### config.mk
export PLATFORM = sky130hd
export DESIGN_NAME = ahmt_cfg
export DESIGN_NICKNAME = d
export VERILOG_FILES = /design/src/sv/ahmt_pkg.sv /design/src/sv/ahmt_cfg.sv
export SDC_FILE = /design/constraint.sdc
export NUM_CORES = 1
export LEC_CHECK = 0
export BUFFER_PORTS_ARGS = -buffer_cell sky130_fd_sc_hd__buf_4
export CAP_MARGIN = 20
export CORE_UTILIZATION = 50
export CTS_CLUSTER_DIAMETER = 120
export DETAILED_ROUTE_END_ITERATION = 6
export PLACE_DENSITY = 0.76
export SYNTH_ARGS = -nofsm -noshare
export SYNTH_HDL_FRONTEND = slang
export SYNTH_SLANG_ARGS = --single-unit
export TNS_END_PERCENT = 50
### constraint.sdc
create_clock -name clk -period 3 [get_ports clk]
set_clock_uncertainty 0.1 [all_clocks]
set_input_delay 0.45 -clock clk [delete_from_list [all_inputs] [get_ports clk]]
set_output_delay 0.45 -clock clk [all_outputs]
set_load 0.01 [all_outputs]
### src/sv/ahmt_pkg.sv
`timescale 1ns / 1ps
`default_nettype none
package ahmt_pkg;

  localparam int ANTENNAS = 512;
  localparam int ADDR_W = (ANTENNAS > 1) ? $clog2(ANTENNAS) : 1;
  localparam int IDX_W = 9;
  localparam int CFG_IDX_W = 3;

  localparam logic [1:0] OP_EVAL = 2'd0;
  localparam logic [1:0] OP_MASK = 2'd1;
  localparam logic [1:0] OP_UNMASK = 2'd2;

  localparam logic [1:0] HS_HEALTHY = 2'd0;
  localparam logic [1:0] HS_DEAD = 2'd1;
  localparam logic [1:0] HS_SATURATED = 2'd2;
  localparam logic [1:0] HS_MANUAL = 2'd3;

  localparam logic [CFG_IDX_W-1:0] REG_DEAD_LIMIT = 3'd0;
  localparam logic [CFG_IDX_W-1:0] REG_SAT_LIMIT = 3'd1;
  localparam logic [CFG_IDX_W-1:0] REG_CLIP_LIMIT = 3'd2;
  localparam logic [CFG_IDX_W-1:0] REG_REVIVAL = 3'd3;
  localparam logic [CFG_IDX_W-1:0] REG_AUTO_EN = 3'd4;

  localparam logic [31:0] DEAD_LIMIT_RESET = 32'd3277;
  localparam logic [31:0] SAT_LIMIT_RESET = 32'd5242880;
  localparam logic [31:0] CLIP_LIMIT_RESET = 32'hFFFF_FFFF;
  localparam logic [15:0] REVIVAL_RESET = 16'd5;
  localparam logic [15:0] RUN_RESET = 16'd5;
  localparam logic [15:0] RUN_MAX = 16'hFFFF;

  typedef struct packed {
    logic [31:0] dead_limit;
    logic [31:0] sat_limit;
    logic [31:0] clip_limit;
    logic [15:0] revival;
    logic        auto_en;
  } cfg_regs_t;

  typedef struct packed {
    logic        active;
    logic        manual_en;
    logic [15:0] run;
    logic [1:0]  status;
  } entry_t;

  localparam int ENTRY_W = $bits(entry_t);

  localparam entry_t ENTRY_RESET = '{
    active: 1'b1, manual_en: 1'b1, run: RUN_RESET, status: HS_HEALTHY
  };

endpackage
`default_nettype wire

### src/sv/ahmt_cfg.sv
`timescale 1ns / 1ps
`default_nettype none
module ahmt_cfg
  import ahmt_pkg::*;
(
  input  wire logic                 clk,
  input  wire logic                 rst,
  input  wire logic                 wr_en,
  input  wire logic [CFG_IDX_W-1:0] wr_index,
  input  wire logic [31:0]          wr_data,
  output      cfg_regs_t            regs
);

  always_ff @(posedge clk) begin
    if (rst) begin
      regs.dead_limit <= DEAD_LIMIT_RESET;
      regs.sat_limit  <= SAT_LIMIT_RESET;
      regs.clip_limit <= CLIP_LIMIT_RESET;
      regs.revival    <= REVIVAL_RESET;
      regs.auto_en    <= 1'b1;
    end else if (wr_en) begin
      unique case (wr_index)
        REG_DEAD_LIMIT: regs.dead_limit <= wr_data;
        REG_SAT_LIMIT:  regs.sat_limit  <= wr_data;
        REG_CLIP_LIMIT: regs.clip_limit <= wr_data;
        REG_REVIVAL:    regs.revival    <= wr_data[15:0];
        REG_AUTO_EN:    regs.auto_en    <= wr_data[0];
        default: ;
      endcase
    end
  end

endmodule
`default_nettype wire

; ---- After elaboration in Yosys (flattened, before gate mapping)
; Cells that the tools add are included.
[totals]
ff_bits = 113
latch_bits = 0
ram_bits = 0
rom_bits = 0
n_memories = 0
[classes]
n_addsub = 0
mul = 0
n_div = 0
magnitude_cmp = 0
n_eq_ne = 4
shifts = 0
mux = 0
n_bitwise = 0
n_reduce_logical = 6
[op_table]
columns = operator, n
row1 = 2-bit AND reduction, 5
row2 = "3-bit by 2-bit == test with 1-bit output, second input constant", 2
row3 = "3-bit by 1-bit == test with 1-bit output, second input constant", 1
row4 = "3-bit == test, second input constant", 1
row5 = 3-bit zero test, 1

; ---- Logic depth before layout (Yosys ltp)
[logic_depth]
depth_word = 2
depth_mapped = 5
depth_no_buf = 2

; ---- Least setup slack after synthesis
; OpenSTA, ideal clock, no wires.
[synth_timing]
path_type = in2reg
start = input wr_index[0]
end = register regs[102] in the netlist's numbering
setup_ps = 119
t_arrival_ps = 1244
setup_slack_ps = 1537
stages = 3
path_buffers = 1
cell_sequence = or4b_1 > buf_6 > mux2i_1
[synth_between]
elab_chain_cells = 2
[synth_rtl]
columns = element, line_no
row1 = "start, declared", ahmt_cfg.sv:9  ; input wire logic [CFG_IDX_W-1:0] wr_index,
row2 = 3-bit zero test, ahmt_cfg.sv:22  ; unique case (wr_index)
row3 = 2-bit AND reduction (no source line), -
row4 = "end, declared", ahmt_cfg.sv:11  ; output cfg_regs_t regs
; Every way passes these cells.
; A chain may end at the register's enable or synchronous reset.

; ---- Worst setup path after layout
[layout_timing]
start = register regs[48] in the netlist's numbering
end = output regs[48] in the netlist's numbering
; No word-level cell between the ends.

==> summary.md <==
| Metric | Value |
|---|---|
| Cells resized by post-CTS repair | 0 |
| Clock Tree Root | clkbuf_8 |
| DR vias | 3487 |
| # Post-CTS Setup Buffers | 0 |
| NumNets Final | 624 |
| Measured slew at the worst slew-check pin | 0.633 ns |
| Crit path buf inv count | 1 |
| Req. time, crit path | 2.45 ns |
| Fill cells | around 640 |
| Num Clock Sinks | 113 |
| Max-Cap Viols | 0 |
| Max reg flops | 113 |
| Ys async rst share | 0% |
| Cells after Synth | 442 |
| Total congestion overflow | 0 |
| Final period utilization | 51.7% |
| Number of global-route vias before repair | 3431 |
| Top cell type by total area after synthesis | dfxtp_1 |
| Setup crit start kind | register |
| Post-route cell area | about 6400 sq um |
| CTS tree | yes |
| H-tree levels | 4 |
| Outcome | complete, but fails checks |
| Count of final hold-check violations | 0 |
| Cell Chain, Critical Path | buf_4 |
| Leakage | 2.84 nW |
| CP Capture Type | output pin |
| Share of layout cells above drive strength 1 | between 30% and 40% |
| Worst-Skew Late Latency | approximately 0.5 ns |
| Final setup fails | 0 |
| Area of the die | 9550 sq um |
| Drt first pass iters | 7 |
| Area contributors post-synth | dfxtp_1, mux2i_1, nand2b_1 |
| DR vias/cell | 4.93 |
| Slew HR | 57.8% |
| # DRC | 24 |
| CP max-delay cell | dfxtp_1 |
| Die W | between 90 and 100 um |
| Largest net degree at the start of global routing | between 70 and 80 |
| Largest delay contributor family on the critical path | flip-flops |
| Commonest cells post-synth | dfxtp_1, mux2i_1, nand2b_1 |
| Crit path DAT | 1.00 ns |
| Routed len/inst | around 15 um |
| Initial antenna violation count | 0 |
| Antenna Nets Post-Route | 0 |
| Post-Route Setup TNS | 0 ns |
| Starting Density | a little over half |
| Worst-path clk slew | roughly 0.060 ns |
| Failing checks | DRC |
| First-pass GRT wire length | 17.0 mm |
| Crit Path Class | register to output pin |
| Antenna Cells | 0 |
| Port Buffers | 150 |
| P per Cell Area | 632 nW/um^2 |
| Worst path max stage delay | 0.36 ns |
| Post-synth EDFFs | 0 |
| Die Y | 97.7 um |
| Rows | 34 |
| Achievable frequency | 644 MHz |
| DRT iter0 DRCs | 110 |
| Ys flop type | dfxtp_1 |
| Hold Crit Class | input port to register |
| GP Congestion | 0.720 |
| Hpwl dp | between 7 and 8 mm |
| Placeable Area | 8810 sq um |
| Synth Register Bits | 113 |
| Cts hold-fix bufs | 0 |
| Synthesis Warnings | 0 |
| Post-synth top area share | between 40% and 50% |
| Area delta synth->final | 39.8% |
| Cts bufs inserted | 17 |
| Tmin final | 1.55 ns |
| Gr usage total | 23.0% |
| Mapped Area | around 4600 sq um |
| Largest regs | regs: 113 flops |
| Drt total wl | roughly 11 mm |
| Mean Syn Cell Area | ~10 sq um |
| Count of different cell masters after synthesis | 14 |
| Post-synthesis sequential area ratio | 49.4% |
| Synthesized Nets | 480 |
| Most flops, register | regs |
| Max Transition Viols Final | 0 |
| I/O pin total | 151 |
| Crit-path max FO | 2 |
| RSZ-0062 raised after global routing | false |
| VDD IR max | 0.000375 V |
| Area post-placement | 5750 sq um |
| Deepest clock path buffer count | 2 |
-- cell families (layout without fill, tap and decap cells) --
kind of cell | after synthesis | count (layout) | share of synthesized area (%)
simple gates | 184 | 184 | 21.9
flops | 113 | 113 | 49.4
mux | 113 | 113 | 24.7
buf+inv | 32 | 189 | 4.07
-- report_power, final --
part,internal [mW],switching [mW],total (mW)
combinational,0.142,0.132,0.274
sequential,1.54,0.0188,1.55
clock,1.55,0.667,2.22
-- stage by stage --
| step | hold slack [ns] | instances | setup slack [ns] | total power, mW | util [%] |
|---|---|---|---|---|---|
| final | 0.107 | 707 | 1.45 | 4.05 | 72.8 |
| after global routing | 0.107 | 707 | 1.41 | 4.16 | 72.8 |
| after CTS | 0.0941 | 707 | 1.43 | 4.07 | 72.8 |
| after detailed placement | 0.361 | 675 | 1.01 | 1.86 | 65.3 |
| after global placement | 0.360 | 675 | 1.04 | 1.85 | 65.3 |
| after floorplan | 0.393 | 442 | 1.54 | 1.73 | - |
-- per-layer routing --
metal / GRT usage, % / routed length [um] / share of wire [%] / vias to the layer above
met5: 0 / 0 / 0 / -
met4: 10.0 / 167 / 1.6 / 0
met3: 7.80 / 739 / 6.9 / 12
met1: 26.9 / 4640 / 44 / 1622
met2: 38.4 / 5120 / 48 / 114
li1: - / - / - / 1739
-- worst min-delay path, cell delays in order --
cell and delay, ns:
buf_4 0.08, nor2_1 0.03, mux2i_1 0.11
-- layout make-up --
cell class	count	area (sq um)	share of cell area (%)
clock buffer	21	449	7.01
clock inverter	11	208	3.24
multi-input combinational	297	2150	33.5
sequential	113	2260	35.3
tap	108	135	2.11
timing repair buffer	157	1200	18.8
-- cell usage in the layout (no fill, tap or decap), types with 2 or more instances in the layout --
cell and count:
dfxtp_1 113, bufinv_16 6, clkinv_2 4, buf_12 2, nand2b_1 101, mux2i_1 113
nor2_1 76, clkbuf_8 3, clkbuf_16 16, buf_4 155, clkbuf_1 2
-- final timing paths --
check	depth (start not counted)	slack, ns	to	start
setup / recovery	1	1.45	regs[48]	regs[48]$_SDFFE_PP1P_
hold / removal	3	0.11	regs[46]$_SDFFE_PP1P_	wr_data[29]
setup reg to reg	2	2.24	regs[21]$_SDFFE_PP1P_	regs[21]$_SDFFE_PP1P_
hold reg to reg	2	0.37	regs[60]$_SDFFE_PP0P_	regs[60]$_SDFFE_PP0P_
(Power assumes the default switching activity.)
