<file path="src/sv/ahmt_pkg.sv">
`timescale 1ns / 1ps
`default_nettype none
package ahmt_pkg;

  localparam int ANTENNAS = 512;
  localparam int ADDR_W = (ANTENNAS > 1) ? $clog2(ANTENNAS) : 1;
  localparam int IDX_W = 9;
  localparam int CFG_IDX_W = 3;

  localparam logic [1:0] OP_EVAL = 2'd0;
  localparam logic [1:0] OP_MASK = 2'd1;
  localparam logic [1:0] OP_UNMASK = 2'd2;

  localparam logic [1:0] HS_HEALTHY = 2'd0;
  localparam logic [1:0] HS_DEAD = 2'd1;
  localparam logic [1:0] HS_SATURATED = 2'd2;
  localparam logic [1:0] HS_MANUAL = 2'd3;

  localparam logic [CFG_IDX_W-1:0] REG_DEAD_LIMIT = 3'd0;
  localparam logic [CFG_IDX_W-1:0] REG_SAT_LIMIT = 3'd1;
  localparam logic [CFG_IDX_W-1:0] REG_CLIP_LIMIT = 3'd2;
  localparam logic [CFG_IDX_W-1:0] REG_REVIVAL = 3'd3;
  localparam logic [CFG_IDX_W-1:0] REG_AUTO_EN = 3'd4;

  localparam logic [31:0] DEAD_LIMIT_RESET = 32'd3277;
  localparam logic [31:0] SAT_LIMIT_RESET = 32'd5242880;
  localparam logic [31:0] CLIP_LIMIT_RESET = 32'hFFFF_FFFF;
  localparam logic [15:0] REVIVAL_RESET = 16'd5;
  localparam logic [15:0] RUN_RESET = 16'd5;
  localparam logic [15:0] RUN_MAX = 16'hFFFF;

  typedef struct packed {
    logic [31:0] dead_limit;
    logic [31:0] sat_limit;
    logic [31:0] clip_limit;
    logic [15:0] revival;
    logic        auto_en;
  } cfg_regs_t;

  typedef struct packed {
    logic        active;
    logic        manual_en;
    logic [15:0] run;
    logic [1:0]  status;
  } entry_t;

  localparam int ENTRY_W = $bits(entry_t);

  localparam entry_t ENTRY_RESET = '{
    active: 1'b1, manual_en: 1'b1, run: RUN_RESET, status: HS_HEALTHY
  };

endpackage
`default_nettype wire

</file>
<file path="src/sv/ahmt_eval.sv">
`timescale 1ns / 1ps
`default_nettype none
module ahmt_eval
  import ahmt_pkg::*;
(
  input  wire logic        [1:0]  opcode,
  input  wire logic        [31:0] power,
  input  wire logic        [31:0] clip_count,
  input  wire cfg_regs_t          cfg,
  input  wire entry_t             old_entry,
  output      entry_t             new_entry
);

  logic        is_dead;
  logic        is_sat;
  logic [15:0] run_inc;

  assign is_dead = power <= cfg.dead_limit;
  assign is_sat  = (clip_count >= cfg.clip_limit) || (power >= cfg.sat_limit);
  assign run_inc = (old_entry.run != RUN_MAX) ? old_entry.run + 16'd1 : old_entry.run;

  always_comb begin
    new_entry = old_entry;
    case (opcode)
      OP_MASK: begin
        new_entry.manual_en = 1'b0;
        new_entry.active    = 1'b0;
        new_entry.status    = HS_MANUAL;
        new_entry.run       = '0;
      end
      OP_UNMASK: begin
        new_entry.manual_en = 1'b1;
        new_entry.active    = 1'b1;
        new_entry.status    = HS_HEALTHY;
        new_entry.run       = cfg.revival;
      end
      OP_EVAL: begin
        if (cfg.auto_en) begin
          if (!old_entry.manual_en) begin
            new_entry.status = HS_MANUAL;
            new_entry.run    = '0;
            new_entry.active = 1'b0;
          end else if (is_dead) begin
            new_entry.status = HS_DEAD;
            new_entry.run    = '0;
            new_entry.active = 1'b0;
          end else if (is_sat) begin
            new_entry.status = HS_SATURATED;
            new_entry.run    = '0;
            new_entry.active = 1'b0;
          end else begin
            new_entry.run = run_inc;
            // Masked antenna holds its status until the run is long enough.
            if (old_entry.active || run_inc >= cfg.revival) begin
              new_entry.status = HS_HEALTHY;
              new_entry.active = 1'b1;
            end
          end
        end
      end
      default: ;
    endcase
  end

endmodule
`default_nettype wire

</file>
<file path="config.mk">
export PLATFORM = sky130hd
export DESIGN_NAME = ahmt_eval
export DESIGN_NICKNAME = d
export VERILOG_FILES = /design/src/sv/ahmt_pkg.sv /design/src/sv/ahmt_eval.sv
export SDC_FILE = /design/constraint.sdc
export NUM_CORES = 1
export LEC_CHECK = 0
export BUFFER_PORTS_ARGS = -buffer_cell sky130_fd_sc_hd__buf_2
export CAP_MARGIN = 20
export CORE_MARGIN = 5
export CORE_UTILIZATION = 50
export DETAILED_ROUTE_END_ITERATION = 10
export PLACE_DENSITY = 0.9
export SETUP_SLACK_MARGIN = 0.05
export SLEW_MARGIN = 20
export SYNTH_ARGS = -nofsm -noshare
export SYNTH_HDL_FRONTEND = slang
export SYNTH_SLANG_ARGS = --single-unit
</file>
<file path="constraint.sdc">
create_clock -name vclk -period 7
set_input_delay 0.35 -clock vclk [all_inputs]
set_output_delay 0.35 -clock vclk [all_outputs]
set_load 0.01 [all_outputs]
</file>
# After elaboration in Yosys (flattened, before gate mapping)
# Index checks and enable logic that the tools add are counted.
[word_totals] register_bits=0 inputBits=199
[classes] add_sub_neg=1 order_cmp=4 n_eq_ne=3 n_mux=14 reduce_logical=3
[ops] op="$mux W18" n=4
[ops] op="$ge A32 B32 Y1" n=2
[ops] op="$pmux W18 S3" n=1
[ops] op="$le A32 B32 Y1" n=1
[ops] op="$add A16 B1 Y16 const B" n=1
[ops] op="$ge A16 B16 Y1" n=1
[ops] op="$mux W16" n=1
[ops] op="$ne A16 B16 Y1 const B" n=1
[ops] op="$mux W1" n=5
[ops] op="$pmux W1 S3" n=1
[ops] op="$eq A2 B1 Y1 const B" n=1
[ops] op="$eq A2 B2 Y1 const B" n=1
[ops] op="$logic_not A2 Y1" n=1
[ops] op="$logic_or A1 B1 Y1" n=2
[ops] op="$mux W2" n=1
[ops] op="$pmux W1 S2" n=1

# Depth between registers and ports, before layout
[logic_depth] ltp_word=10 depth_mapped=16 mapped_depth_nobuf=15

# Worst setup path after synthesis
# Ideal clock, no wire load.
[synth_timing] path_type="input -> output" startpoint="in old_entry[8] in the netlist's numbering" endpoint="out new_entry[1] in the netlist's numbering" arrival_ns=3.204 path_slack_ns=3.446 stages=15 cell_sequence="and4_4 -> nand3_1 -> or3_1 -> buf_6 -> and4_1 -> nand3_1 -> xnor2_1 -> ha_1 -> a21o_1 -> a2111oi_0 -> o31a_1 -> o21ai_0 -> a31oi_1 -> a21boi_0 -> a21oi_1"
[synth_lines] element="from (decl)" line="ahmt_eval.sv:10" source="input wire entry_t old_entry,"
[synth_lines] element="to (decl)" line="ahmt_eval.sv:11" source="output entry_t new_entry"

==> impl_metrics.tcl <==
set metrics [dict create \
    max_slew_margin_pct 53.5 \
    path_delay_family "compound AO/OA/AOI/OAI gates" \
    power_leakage_nw 3.05 \
    grt_start_max_net_pins 17 \
    min_path_type "input port to output pin" \
    placed_area_um2 4870 \
    ant_nets 0 \
    die_h_um 96.0 \
    fmax_ghz 0.227 \
    synthAdderAreaFrac_pct 39.6 \
    crit_type "input port to output pin" \
    core-area_um2 7210 \
    period_minus_slack_ps 4410 \
    synth_xor_area_share_pct 2.85 \
    worst_ep_arrival_time_ps 4060 \
    timing.setup.tns_ps 0 \
    synth_nets 845 \
    initial_core_util_pct 51.2 \
    avgViaCountPerCell 5.52 \
    max_stage_delay_ps 560 \
    synth_compound_area_share_pct 21.4 \
    final_cell_mix "219 x buf_2, 118 x inv_1, 117 x ha_1" \
    muxShareOfSynthArea_pct 2.00 \
    yosysUniqueCellTypes 53 \
    n_antenna_cell 0 \
    drive_above_1_share_pct 31.0 \
    finalHoldViolCount 0 \
    max_cap_violations 0 \
    place_congestion 0.916 \
    io_pins 219 \
    multi_input_area_um2 3210 \
    clkbuf_count 0 \
    min_period_over_period_pct 62.9 \
    drt_iter0_drc 169 \
    whs_ps 1030 \
    synth_top_family_by_area "adder cells" \
    worstSetupEndpointType "output pin" \
    cp.required_ps 6650 \
    regArea_um2 0 \
    overflow 0 \
    remaining_drc_errors 0 \
    holdBufCountCts 0 \
    area_growth_pct 32.0 \
    path_buf_inv 2 \
    crit_chain "buf_2 -> ha_1 -> nand3_1 -> or3_1 -> and4_1 -> nand3_1 -> xnor2_1 -> ha_1 -> a21o_1 -> a2111oi_0 -> o31a_1 -> o21ai_0 -> a31oi_1 -> a21boi_0 -> a21oi_1 -> buf_2" \
    drt-total-wl_mm 12.3 \
    synthCells 529 \
    pre_cts_ws_ps 2640 \
    final_nets 1060 \
    grt_pass1_wl_mm 19.0 \
    cts_resized 0 \
    irDropWorstVdd_v 0.0000315 \
    netlist_area_um2 3690 \
    worstMarginPinSlew_ps 695 \
    totalPowerFinal_mw 0.274 \
    powerDensity_nw_per_um2 56.1 \
    die_x_um 96.0 \
    firstDrtPassIters 4 \
    dieArea_um2 9210 \
    cts_setup_buffers 0 \
    grt_antenna_before_repair 0 \
    outcome "completed" \
    grt_usage_pct 25.0 \
    vias 4643 \
    yosysWarnings 0 \
    drv_slew 0 \
    num_rows 31 \
    final_area_um2 4870 \
    seq_cells 0 \
    syn_avg_cell_area_um2 6.98 \
    yosys.area_share.simple_pct 21.0 \
    ys_seq_area_share_pct 0 \
    slowest_stage "or3_1" \
    layout_commonest_cell "buf_2" \
    setup_slack_ps 2590 \
    finalSetupViolations 0 \
    grt_pass1_vias 4655 \
    nFillCells 625 \
    port_buffers 219 \
    dp_hpwl_mm 11.3 \
    cp_max_fo 10 \
    start_kind "input port" \
    rsz0062_at_grt "no" \
    routedWlPerCell_um 14.7 \
]
==> power breakdown <==
| part | switching [mW] | internal, mW |
|---|---|---|
| clock | 0 | 0 |
| sequential | 0 | 0 |
| combinational | 0.143 | 0.131 |
| total | 0.143 | 0.131 |
==> metal layers <==
| layer | GRT usage [%] | part of all wire, % |
|---|---|---|
| met4 | 7.82 | 2.8 |
| met5 | 0 | 0 |
| met2 | 50.2 | 51 |
| met3 | 2.74 | 8.1 |
| met1 | 26.7 | 38 |
==> through the flow <==
step           cells  utilization, %
2_1_floorplan    529               -
4_1_cts          841            67.5
5_1_grt          841            67.6
3_3_place_gp     841            67.5
6_report         841            67.6
3_5_place_dp     841            67.5
==> worst min-delay path, stage by stage <==
cell and delay (ps):
buf_2 90, a22oi_1 60, nand2_1 60, buf_2 120
==> cells in the mapped netlist (3+ instances only) <==
| cell | count | share of area (%) |
|---|---|---|
| nand2b_1 | 14 | 2.4 |
| ha_1 | 117 | 40 |
| a21oi_1 | 42 | 5.7 |
| nor4_1 | 6 | 1.0 |
| a22oi_1 | 14 | 2.8 |
| mux2_2 | 3 | 0.91 |
| nor2_1 | 16 | 1.6 |
| clkbuf_1 | 3 | 0.30 |
| and3_2 | 3 | 0.61 |
| xor2_1 | 3 | 0.71 |
| mux2i_1 | 4 | 1.1 |
| nor2b_1 | 5 | 0.85 |
| o21ai_0 | 23 | 3.1 |
| nand2_1 | 40 | 4.1 |
| nand3_1 | 18 | 2.4 |
| inv_1 | 118 | 12 |
| nand4_1 | 25 | 4.2 |
| xnor2_1 | 9 | 2.1 |
| a211oi_1 | 6 | 1.2 |
| nor3_1 | 7 | 0.95 |
| a21o_1 | 10 | 2.0 |
==> path summary, 6_finish.rpt <==
| path | startpoint | endpoint | slack [ps] | cells after the start |
|---|---|---|---|---|
| worst max-delay path | old_entry[2] | new_entry[1] | 2590 | 16 |
| worst min-delay path | cfg[5] | new_entry[6] | 1030 | 4 |
==> logic make-up (layout without fill, tap and decap cells) <==
kind of cell | after synthesis | count (layout)
AO/OA/AOI/OAI | 123 | 123
adder cells (fa/ha/maj) | 117 | 117
XOR/XNOR | 12 | 12
multiplexers | 7 | 7
AND/OR/NAND/NOR | 146 | 146
buffers and inverters | 124 | 337
==> cell type report <==
type	count	share of cell area, %
Tap cell	99	2.54
Timing Repair Buffer	219	22.5
Inverter	118	9.09
Multi-Input combinational cell	405	65.9
Power figures use the tool's default switching activity.
