==> config.mk <==
export PLATFORM = sky130hd
export DESIGN_NAME = ahmt_ram
export DESIGN_NICKNAME = d
export VERILOG_FILES = /design/src/sv/ahmt_ram.sv
export SDC_FILE = /design/constraint.sdc
export NUM_CORES = 1
export LEC_CHECK = 0
export BUFFER_PORTS_ARGS = -buffer_cell sky130_fd_sc_hd__clkbuf_2
export CAP_MARGIN = 20
export CORE_MARGIN = 2
export CORE_UTILIZATION = 43
export DETAILED_ROUTE_END_ITERATION = 8
export PLACE_DENSITY_LB_ADDON = 0.2
export SYNTH_ARGS = -nofsm -noshare
export SYNTH_HDL_FRONTEND = slang
export SYNTH_SLANG_ARGS = --single-unit
==> constraint.sdc <==
create_clock -name clk -period 2.49 [get_ports clk]
set_clock_uncertainty 0.15 [all_clocks]
set_input_delay 0.1245 -clock clk [delete_from_list [all_inputs] [get_ports clk]]
set_output_delay 0.1245 -clock clk [all_outputs]
set_load 0.01 [all_outputs]
==> src/sv/ahmt_ram.sv <==
`timescale 1ns / 1ps
`default_nettype none
module ahmt_ram #(
  parameter int WIDTH = 8,
  parameter int DEPTH = 16
) (
  input  wire logic                     clk,
  input  wire logic                     we,
  input  wire logic [$clog2(DEPTH)-1:0] waddr,
  input  wire logic [WIDTH-1:0]         wdata,
  input  wire logic                     re,
  input  wire logic [$clog2(DEPTH)-1:0] raddr,
  output      logic [WIDTH-1:0]         rdata
);

  logic [WIDTH-1:0] mem [DEPTH];

  always_ff @(posedge clk) begin
    if (we) begin
      mem[waddr] <= wdata;
    end
    if (re) begin
      rdata <= mem[raddr];
    end
  end

endmodule
`default_nettype wire

Word level (Yosys, flattened, before mapping)
Memories as Yosys holds them, arrays and structs flattened. A register that Yosys moved wholly into a read port is not among the register bits.
Cells that the tools add are included.
{"block": "totals", "ramBits": 128, "n_memories": 1, "ff_bits": 0}
{"name": "mem", "words": 16, "word_bits": 8, "rd": 1, "rd_clocked_by_memory_dff": 1, "wr": 1, "line": "16", "rtl": "logic [WIDTH-1:0] mem [DEPTH];"}
{"block": "op_classes", "n_mux": 2}
{"operator": "2-to-1 mux 1 bit", "count": 2}

Depth between registers and ports, before layout
Gate-level depths: netlist of the first run.
{"block": "depth", "ltp_word": 2, "ltp_mapped": 5}

Least setup slack after synthesis of the first run
OpenSTA, ideal clock, no wires.
{"block": "synth_timing", "path_kind": "input to register", "start": "in waddr[2]", "end": "mem mem[0][0] (enable)", "setup_time_ps": 383, "arrival_ps": 1234, "cell_stages": 2, "slack_ps": 723, "n_path_buf": 0, "required_ps": 1957, "path_cell_list": "or3b_2 nor3_1"}
{"element": "start: declaration", "line": "9", "rtl": "input wire logic [$clog2(DEPTH)-1:0] waddr,"}
{"element": "end: declaration", "line": "16"}
Straight into the memory's write port.

==> impl_metrics.toml, run 1 <==
[clock_tree]
cts_setup_buffers = 0
cts-root-buf = "clkbuf_16"
htreeDepth = 4
clock-sinks = 136
cts_made_buffers = 17
clk_latency_ns = 0.40
clk_pin_slew_ns = 0.06
post_cts_resized = 0
ctsLongestPathBuffers = 2
tritoncts = "done"

[power]
clkPwrFrac_pct = 47.1
seqPwrFrac_pct = 48.5
total_power_uw = 5356
p_per_area_nw_per_um2 = 857.1
power_switching_uw = 1015
p_sw_share_pct = 18.95
p_leak_uw = 0.002124
p_int_uw = 4340
ir_drop_uv = 399.9
power_frac_comb_pct = 4.5

[route]
drt_first_iter_violations = 180
drt_wl_total_um = 10010
vias = 2407
post-route-drc-count = 0
wire_per_inst_um = 22.48
ant_nets = 0
viasPerCell = 5.409
dr.pass1.iters = 4

[setup_path]
cp_top_family = "multiplexers"
crit_chain = "mux4_2 -> a22oi_1 -> nand2_1"
crit_required_ns = 2.48
path_buf_inv = 0
critical_path_class = "reg2reg"
endpoint_kind = "flip-flop"
critPathSlowestCell = "mux4_2"
reg2regPathDepth = 3
startpoint_type = "flip-flop"
cp_data_arrival_time_ns = 1.65
crit_cells = 3
cpPeakStageDelay_ns = 0.50
critPathMaxFanout = 1

[floorplan]
coreArea_um2 = 11960
start_util_pct = 43.70
chipHeight_um = 114.3
die_area_um2 = 13060
ios = 27
die_x_um = 114.3
row_count = 40

[synthesis]
synth_area_um2 = 5228
syn_inst = 229
synth_seq_cells = 136
yosysUniqueCellTypes = 18
synth_area_leaders = "edfxtp_1, mux4_2, mux4_1, a22oi_1, nor2_1"
yosysSeqAreaShare_pct = 78.12
synth_nets = 248
yosysTopAreaCell = "edfxtp_1"
synth_top_area_share_pct = 78.12
yosys_warnings = 0
synth.avg_cell_area_um2 = 22.83

[placed_design]
place.gp.congestion = 0.6959
pre_cts_ws_ns = 0.4026
portBuffers = 26
hpwl_um = 6422
dp_cells = 412

[layout]
drive_above_1_share_pct = 31.54
layout_commonest_cell = "edfxtp_1"
instances_no_fill = 445
final_nets = 304
areaGrowthSynthToFinish_pct = 19.53
mostFrequentLayoutCells = "edfxtp_1, clkbuf_2, mux4_2, buf_4, clkbuf_16"
diodes = 0

[run_status]
status = "finished clean"

[sta]
hold_viol_final = 0
tightest_slew_ns = 0.6969
slew_viol_final = 0
period_minus_slack_ns = 1.655
fin_ws_ns = 0.8349
max_slew_margin_pct = 53.45
hold_slack_ns = 0.02162
max_freq_mhz = 604.2
fin_crit_sh_pct = 66.47
timing.setup.tns_ns = 0
rsz0062_at_grt = "no"
finalSetupViolCount = 0

[global_route]
grt_pass1_wl_um = 15460
grt_start_max_net_pins = 19
antenna_found_initial = 0
grt_usage_pct = 17.06
overflow = 0
grt_pass1_vias = 2543

[worst_hold_path]
hold_path.class = "in2reg"
min_path_cells = 1

[flow_run]
cap_violations = 0
[power groups by stage]
stage / sequential [µW] / combinational [µW] / clock [µW]
6_report: 2600 / 239 / 2520
5_1_grt: 2600 / 265 / 2660
4_1_cts: 2600 / 246 / 2560
3_5_place_dp: 2640 / 244 / 0
3_3_place_gp: 2640 / 242 / 0
2_1_floorplan: 2640 / 130 / 0
[flip-flops by register name (all words and copies together), names as in the netlist]
name / flops
mem: 128
rdata: 8
[synthesized netlist by cell type]
cell type	instances
a22oi_1	16
and2_1	1
and2b_1	1
buf_2	3
buf_4	1
buf_6	3
clkdlybuf4s25_2	3
edfxtp_1	136
mux4_1	14
mux4_2	18
nand2_1	9
nand2b_1	2
nand3_1	1
nand3b_1	2
nor2_1	13
nor2b_1	1
nor3_1	4
or3b_2	1
[cell families (layout without fill, tap and decap cells)]
| family | after synthesis | after routing | share of synthesized area, % |
|---|---|---|---|
| AO/OA/AOI/OAI | 16 | 16 | 2.298 |
| multiplexers | 32 | 32 | 14.79 |
| buffers and inverters | 10 | 79 | 1.651 |
| flip-flops | 136 | 136 | 78.12 |
| AND/OR/NAND/NOR | 35 | 35 | 3.136 |
[repair_timing]
action,in CTS,in global routing
hold buffers,1,0
hold endpoints to repair,8,0
setup endpoints to repair,0,0
[metrics by stage]
stage | area [µm²] | util (%)
after floorplan | 5228 | -
after global placement | 5630 | 47.07
after detailed placement | 5630 | 47.07
after CTS | 6248 | 52.24
after global routing | 6248 | 52.24
final | 6248 | 52.24
[per-layer routing]
layer / track usage [%] / part of all wire (%) / vias to the layer above
li1: - / - / 1094
met1: 23.66 / 45 / 1246
met2: 26.35 / 50 / 63
met3: 4.711 / 3.7 / 4
met4: 5.935 / 0.66 / 0
met5: 0 / 0 / -
[final timing paths]
| check | startpoint | end | slack, ns |
|---|---|---|---|
| max | mem[10][6] | rdata[6] | 0.83 |
| min | wdata[2] | mem[12][2] | 0.02 |
| max reg2reg | mem[10][6] | rdata[6] | 0.83 |
| min reg2reg | mem[13][2] | rdata[2] | 0.59 |
[final cells by class]
| type | count | area (µm²) |
|---|---|---|
| clock inverters | 15 | 182.7 |
| fillers | 912 | 5713 |
| repair buffers | 47 | 315.3 |
| multi-input cells | 83 | 1057 |
| flip-flops and latches | 136 | 4084 |
| well taps | 147 | 183.9 |
| clock buffers | 17 | 425.4 |
(Power assumes the default switching activity.)
==> inputs of run 2 (changes only) <==
==> constraint.sdc (replaced) <==
create_clock -name clk -period 1.5 [get_ports clk]
set_clock_uncertainty 0.15 [all_clocks]
set_input_delay 0.075 -clock clk [delete_from_list [all_inputs] [get_ports clk]]
set_output_delay 0.075 -clock clk [all_outputs]
set_load 0.01 [all_outputs]
==> run 2 against run 1 <==
  * The flow now finishes with violations (negative setup slack)
  * Setup slack worse by 0.87 ns
  * Critical path depth stayed put
  * Sequential power is 66% higher
  * Wire length is 3.3% lower
  * Cell area is 1.8% higher
  * Cell count is 3.1% higher
  * Via count is 3.8% higher
  * Global-route usage is 0.80 points lower
  * Power is 61% higher
==> impl_metrics.toml, run 2 (same netlist as run 1, synthesis figures left out) <==
[run_status]
status = "finished, violations left"
violations = "negative setup slack"

[route]
dr.pass1.iters = 4
met1Wirelength_um = 4239
drt_wl_total_um = 9670
wire_per_inst_um = 21.07
routed.top_layer = "met4"
dr_wl_met3_um = 378
drt_first_iter_violations = 191
ant_nets = 0
wl_met2_um = 4908
post-route-drc-count = 0
viasPerCell = 5.444
vias = 2499

[layout]
areaGrowthSynthToFinish_pct = 21.73
drive_above_1_share_pct = 41.80
utilization_pct = 53.20
seqCellArea_um2 = 4084
fillerInstances = 913
layout_commonest_cell = "edfxtp_1"
regMostFlops = "mem"
final_nets = 317
largest_reg_flops = 128
multi_input_area_um2 = 1085
instances_no_fill = 459
reg_top3 = "mem (128), rdata (8)"
mostFrequentLayoutCells = "edfxtp_1, mux4_2, clkbuf_2"

[global_route]
grt_start_max_net_pins = 17
overflow = 0
grt_pass1_vias = 2631
grt_pass1_wl_um = 14810
antenna_found_initial = 1
grt_usage_pct = 16.26

[placed_design]
place.gp.congestion = 0.7073
dp_cells = 417
hpwl_um = 6372
portBuffers = 26

[sta]
fin_ws_ns = -0.03133
tightest_slew_ns = 1.023
finalSetupViolCount = 6
rsz0062_at_grt = "yes"
max_slew_margin_pct = 31.58
fin_crit_sh_pct = 102.1
slew_viol_final = 0
max_freq_mhz = 653.0
period_minus_slack_ns = 1.531
hold_slack_ns = 0.08686
hold_viol_final = 0

[power]
p_per_area_nw_per_um2 = 1358
p_leak_uw = 0.002116
ir_drop_uv = 723.7

[setup_path]
rr_startpoint = "mem[3][5]"
crit_required_ns = 1.50
critPathSlowestCell = "mux4_2"
cp_data_arrival_time_ns = 1.53
startpoint_type = "flip-flop"
reg2regPathDepth = 3
r2r_slack_ns = -0.03
worstReg2RegEnd = "rdata[5]"
critical_path_class = "reg2reg"
critPathMaxFanout = 1
endpoint_kind = "flip-flop"
cpPeakStageDelay_ns = 0.49
crit_chain = "mux4_2 -> a22oi_2 -> nand2_1"

[clock_tree]
clk_pin_slew_ns = 0.06
tritoncts = "done"
cts_made_buffers = 17
cts-root-buf = "clkbuf_16"
htreeDepth = 4
clk_latency_ns = 0.41
ctsLongestPathBuffers = 2
clock-sinks = 136

[floorplan]
die_area_um2 = 13060
start_util_pct = 43.70
row_count = 40
coreArea_um2 = 11960
die_x_um = 114.3
ios = 27
chipHeight_um = 114.3

[worst_hold_path]
min_from = "waddr[0]"
hold_path.class = "in2reg"
whs_endpoint = "mem[0][7]"
min_path_cells = 3

[flow_run]
cap_violations = 0
[run 2: changes by cell type in the layout (fill, tap and decap cells not counted), moves of 4 or more]
| cell | before | now |
|---|---|---|
| a22oi_1 | 16 | 1 |
| a22oi_2 | 0 | 15 |
| buf_4 | 18 | 22 |
| dlygate4sd3_1 | 1 | 9 |
| mux4_1 | 14 | 0 |
| mux4_2 | 18 | 32 |
[run 2: timing repair]
item	CTS	global route
pin swaps	7	6
hold buffers	9	0
gates resized for setup	16	13
endpoints found under the setup margin	8	8
setup buffers	0	0
hold endpoints to repair	136	0
[run 2: worst max-delay path: cells and delay by family (launching register included)]
kind / cells / cell delay [ns]
AOI/OAI and AO/OA: 1 / 0.18
DFF: 1 / 0.37
muxes: 1 / 0.49
and+or+nand+nor: 1 / 0.09
[run 2: routing by layer]
| layer | vias up | GRT usage (%) |
|---|---|---|
| li1 | 1111 | - |
| met1 | 1311 | 21.24 |
| met4 | 0 | 7.073 |
| met2 | 65 | 25.91 |
| met5 | - | 0 |
| met3 | 12 | 4.394 |
[run 2: where the power goes]
group	internal, µW	switching [µW]	total [µW]
clock network	2420	1460	3880
logic	212	246	459
registers	4280	24.9	4310
[run 2: stage by stage]
step	setup WS (ns)	power [µW]	instance area, µm²	TNS [ns]
6_report	-0.03133	8643	6364	-0.09384
5_1_grt	-0.07132	8936	6364	-0.4894
4_1_cts	-0.05577	8695	6331	-0.2759
3_5_place_dp	-0.2961	4799	5685	-1.797
3_3_place_gp	-0.2422	4790	5685	-1.619
2_1_floorplan	-0.0009645	4606	5240	-0.002893
[run 2: worst max path at each step]
stage | slack, ns | cells after the start | from | end
after floorplan | -0.001 | 5 | raddr[0] | rdata[1]
after global placement | -0.24 | 5 | raddr[0] | rdata[0]
after detailed placement | -0.30 | 5 | raddr[0] | rdata[1]
after CTS | -0.06 | 3 | mem[7][5] | rdata[5]
after global routing | -0.07 | 3 | mem[7][1] | rdata[1]
final | -0.03 | 3 | mem[3][5] | rdata[5]
[run 2: final cells by class]
class	count	area share (%)
clock inverter	14	2.104
antenna	1	0.03932
timing repair buffer	60	7.000
multi-input combinational	83	17.05
tap	147	2.890
sequential	136	64.18
clock buffer	18	6.744
